===== src/rtl/bb3_pkg.sv =====
// Shared types, constants and the reciprocal table for the 3x3 box blur.
package bb3_pkg;

  // Line store depth and the widths that follow from it
  localparam int MaxWidth    = 1024;
  localparam int ColW        = $clog2(MaxWidth);
  localparam int WidthW      = 11;
  localparam int HeightW     = 13;
  localparam int HeightLimit = 4096;
  localparam int CfgDataW    = 13;

  // Window sums: nine 8-bit samples
  localparam int SumW   = 12;
  localparam int CntW   = 4;
  localparam int NumW   = SumW + 1;
  localparam int RecipW = 18;
  localparam int RecipShift = 18;
  localparam int ProdW  = NumW + RecipW;

  typedef enum logic [0:0] {
    CfgFrameWidth  = 1'b0,
    CfgFrameHeight = 1'b1
  } cfg_idx_e;

  typedef struct packed {
    logic [7:0] red;
    logic [7:0] green;
    logic [7:0] blue;
  } rgb_t;

  typedef struct packed {
    logic [SumW-1:0] red;
    logic [SumW-1:0] green;
    logic [SumW-1:0] blue;
  } sum_t;

  // ceil(2^18 / (2*n)); exact quotient for numerators below 2^13
  function automatic logic [RecipW-1:0] recip_f(input logic [CntW-1:0] cnt);
    logic [RecipW-1:0] m;
    case (cnt)
      4'd1:    m = 18'd131072;
      4'd2:    m = 18'd65536;
      4'd3:    m = 18'd43691;
      4'd4:    m = 18'd32768;
      4'd6:    m = 18'd21846;
      4'd9:    m = 18'd14564;
      default: m = 18'd131072;
    endcase
    return m;
  endfunction

endpackage


===== src/rtl/bb3_mean.sv =====
// Rounded mean of the three channel sums: reciprocal multiply, one register stage.
module bb3_mean (
  input  logic                     clk_i,
  input  logic                     en_i,
  input  bb3_pkg::sum_t            sum_i,
  input  logic [bb3_pkg::CntW-1:0] cnt_i,
  output bb3_pkg::rgb_t            mean_o
);

  logic [bb3_pkg::RecipW-1:0] recip;
  logic [bb3_pkg::NumW-1:0]   num_r, num_g, num_b;
  logic [bb3_pkg::ProdW-1:0]  prod_r_q, prod_g_q, prod_b_q;

  // floor((2*sum + n) / (2*n))
  assign recip = bb3_pkg::recip_f(cnt_i);
  assign num_r = {sum_i.red, 1'b0} + bb3_pkg::NumW'(cnt_i);
  assign num_g = {sum_i.green, 1'b0} + bb3_pkg::NumW'(cnt_i);
  assign num_b = {sum_i.blue, 1'b0} + bb3_pkg::NumW'(cnt_i);

  always_ff @(posedge clk_i) begin
    if (en_i) begin
      prod_r_q <= bb3_pkg::ProdW'(num_r) * bb3_pkg::ProdW'(recip);
      prod_g_q <= bb3_pkg::ProdW'(num_g) * bb3_pkg::ProdW'(recip);
      prod_b_q <= bb3_pkg::ProdW'(num_b) * bb3_pkg::ProdW'(recip);
    end
  end

  assign mean_o.red   = prod_r_q[bb3_pkg::RecipShift +: 8];
  assign mean_o.green = prod_g_q[bb3_pkg::RecipShift +: 8];
  assign mean_o.blue  = prod_b_q[bb3_pkg::RecipShift +: 8];

endmodule


===== config.mk =====
export PLATFORM = sky130hd
export DESIGN_NAME = bb3_mean
export DESIGN_NICKNAME = d
export VERILOG_FILES = /design/src/rtl/bb3_pkg.sv /design/src/rtl/bb3_mean.sv
export SDC_FILE = /design/constraint.sdc
export NUM_CORES = 1
export LEC_CHECK = 0
export ABC_AREA = 1
export BUFFER_PORTS_ARGS = -buffer_cell sky130_fd_sc_hd__buf_2
export CORE_UTILIZATION = 50
export DETAILED_ROUTE_END_ITERATION = 7
export GPL_TIMING_DRIVEN = 0
export PLACE_DENSITY = 0.65
export RECOVER_POWER = 100
export SLEW_MARGIN = 20
export SYNTH_ARGS = -nofsm -noshare
export SYNTH_HDL_FRONTEND = slang
export SYNTH_SLANG_ARGS = --single-unit

===== constraint.sdc =====
create_clock -name clk_i -period 11 [get_ports clk_i]
set_clock_uncertainty 0.1 [all_clocks]
set_input_delay 1.1 -clock clk_i [delete_from_list [all_inputs] [get_ports clk_i]]
set_output_delay 1.1 -clock clk_i [all_outputs]
set_load 0.02 [all_outputs]

==> impl_results.md <==
* Wire per inst at 17.48 µm
* Initial drt markers at 1048
* Final Cycle Share at 74.49%
* Final Hold Vio Count at 0
* Initial DRT Pass Iterations at 5
* Asr flop ratio synth at 0%
* WL final at 52480 µm
* Die X at 197.9 µm
* Worst EP arrival at 8160 ps
* Post-Synthesis Cell Area at 19190 µm²
* Design area at 20270 µm²
* Pin count of the biggest net entering global routing at 25
* Cell count after synthesis at 2412
* Post-cts sizing count at 0
* Power Density at 94.92 nW/µm²
* Worst Path Required at 10960 ps
* Minimum clock period at 8194 ps
* Seq. cell area at 720.7 µm²
* Filler Cell Count at 3692
* CTS tree: done
* Root Driver: clkbuf_16
* Gpl congestion at 1.013
* DRC Markers at 0
* Total power at 0.001924 W
* Die height at 197.9 µm
* PortBufs at 65
* Total Neg Setup Slack at 0 ps
* Cell variety after synth at 40
* H-tree depth at 1
* Area growth, synth to finish at 5.599%
* Placed cell count at 2998
* Hold Crit Class: primary input to flip-flop
* Synth top area share at 46.93%
* Critical path type: primary input to flip-flop
* Setup violators final at 0
* Synth Area in Simple Gates at 16.96%
* Final worst slack at 2806 ps
* Post-DRT Antenna Nets at 0
* Unrepaired setup endpoints after global routing: false
* Dpl ws at 3283 ps
* All-Layer GR Usage at 28.83%
* Post-DP HPWL at 47070 µm
* Inserted Clock Buffers at 3
* Starting density of the core at 50.84%
* Rows at 71
* Max VDD drop at 0.0001050 V
* CP Launch Type: primary input
* Pint at 0.0008012 W
* Share of layout cells above drive strength 1 at 4.135%
* Delay-heaviest family, CP: adder cells
* Top FF cell, synth: edfxtp_1
* Synth Area in Adders at 57.69%
* Endpoint class of the critical path: flip-flop
* Total core area at 37760 µm²
* Sw Pwr at 0.001123 W
* Commonest cells post-synth: 803 x inv_1, 450 x fa_1, 398 x nand2_1
* Final Max Tran Viols at 25
* I/O pins at 66
* Placed cell areas at 20200 µm²
* Vias/cell at 5.012
* Top cells by area, synth: fa_1 47%, inv_1 16%, ha_1 11%
* Max Fclk at 122.0 MHz
* Layout Cells excl Fill at 3003
* Main combinational cell family by area after synthesis: adder cells
* Synth Area in Compound Gates at 4.041%
* Crit path cell chain: clkbuf_1 > nor2_1 > nand2_1 > inv_1 > nor2_1 > clkbuf_1 > nor2_1 > fa_1 > fa_1 > fa_1 > fa_1 > inv_1 > fa_1 > inv_1 > ha_1 > a21oi_1 > a21boi_0 > o21ai_0 > nand2_1 > nand2_1 > nor2_1 > inv_1 > nand2_1 > nand2_1
* Clk slew on worst S/H paths at 110 ps
* Clock Power Share at 7.0%
* Run status: complete, but fails checks
* Failing checks: capacitance limit, slew limit
* Nets at 3149
* Worst Tran Pin Value at 1879 ps
* Yosys reg bits at 24
* Slowest stage cell, crit path: clkbuf_1
* First-pass GRT wire length at 84130 µm
* Die area at 39180 µm²
* Post-CTS Hold Buffers at 0
* Total gr overflow at 0
* Multiplexer share of the synthesized area at 0%
* Sink Count at 24
* Sw frac at 58.36%
* Worst-path fanout max at 10
* Comb power frac at 83.5%
* Initial antenna violation count at 3
* Area leader, netlist: fa_1
* CTS max path bufs at 2
* EDFF count, synth at 24
* Vias in the first global route at 15960
* Power share of the sequential group at 9.5%
* Worst path buffer plus inverter count at 6
* Avg Cell Area, Syn at 7.958 µm²
* Max incr delay on CP at 730 ps
* Via count at 15050
* Pleak at 11.53 nW
* Footprint of the multi-input gates at 15370 µm²
* Max Cap Violations at 1
* Part of the Yosys area used for sequential elements at 3.755%
* Max_slew headroom at -25.29%
* Post-Synth XOR/XNOR Area at 1.173%
* Cell with the most instances after synthesis: inv_1
* Post-CTS Setup Inserts at 0
* Yosys Warn Count at 0
-- cell usage in the layout (no fill, tap or decap), types with 3 or more instances in the layout --
cell       instances
nor2_4             5
nand3b_1           6
fa_1             450
or2_2              5
inv_2              7
inv_1            803
nor3_1            15
nand3_2            5
clkbuf_16          3
ha_1             165
nor2_1           243
nand2_1          399
clkbuf_1          27
buf_2             55
nor4_1             3
o21ai_0           36
nor2_2             4
conb_1            12
a21boi_0           3
xor2_1            21
a21o_1            15
nand4_1           16
o21bai_1          11
nand3_1           70
nand2_2            9
o21a_1             3
a21oi_1           55
edfxtp_1          24
-- per-stage QoR --
stage / utilization, % / hold WS [ps]
after floorplan: - / 1113
after global placement: 53.49 / 1444
after detailed placement: 53.50 / 1444
after CTS: 53.78 / 1258
after global routing: 53.69 / 1331
final: 53.69 / 1261
-- per-layer routing --
| layer | wire length (µm) | track usage [%] | vias to the layer above |
|---|---|---|---|
| li1 | - | - | 7059 |
| met1 | 22080 | 38.05 | 7403 |
| met2 | 25280 | 48.97 | 485 |
| met3 | 3007 | 3.509 | 99 |
| met4 | 2090 | 10.22 | 4 |
| met5 | 25 | 0 | - |
-- worst min-delay path, cell delays in order --
cell and delay, ps:
buf_2 100, nand2_2 70, nand3_1 110, nand2_1 70, nand2_1 50, nand2_1 40, nand2_1 40
-- sequential cells by signal (all words and copies together) (netlist names) --
name and cells:
prod_r_q 8, prod_b_q 8, prod_g_q 8
-- cell families (layout without fill, tap and decap cells) --
family / after synthesis / count (layout)
buf+inv: 830 / 899
simple gates: 784 / 784
flops: 24 / 24
xor+xnor: 24 / 24
other cells: 2 / 13
fa+ha+maj: 615 / 615
compound gates: 133 / 133
-- power by group through the flow --
stage	combinational [W]	clock, W	sequential, W
after floorplan	0.00112	0	0.000242
after global placement	0.00159	0	0.000183
after detailed placement	0.00161	0	0.000184
after CTS	0.00163	0.000135	0.000182
after global routing	0.00186	0.000135	0.000187
final	0.00161	0.000134	0.000182
-- layout make-up --
class	count	share of cell area [%]
Tap cell	511	3.154
Clock buffer	3	0.3704
Multi-Input combinational cell	1568	75.84
Buffer	20	0.4753
Sequential cell	24	3.556
Inverter	810	15.00
Timing Repair Buffer	65	1.444
Clock inverter	1	0.1481
Antenna cell	1	0.01235
-- final timing paths --
| path | slack, ps | to | depth (start not counted) | from |
|---|---|---|---|---|
| worst max-delay path | 2810 | prod_b_q[25] | 24 | cnt_i[2] |
| worst min-delay path | 1260 | prod_r_q[25] | 7 | sum_i[33] |
No activity file was read; power rests on OpenSTA's default activity.
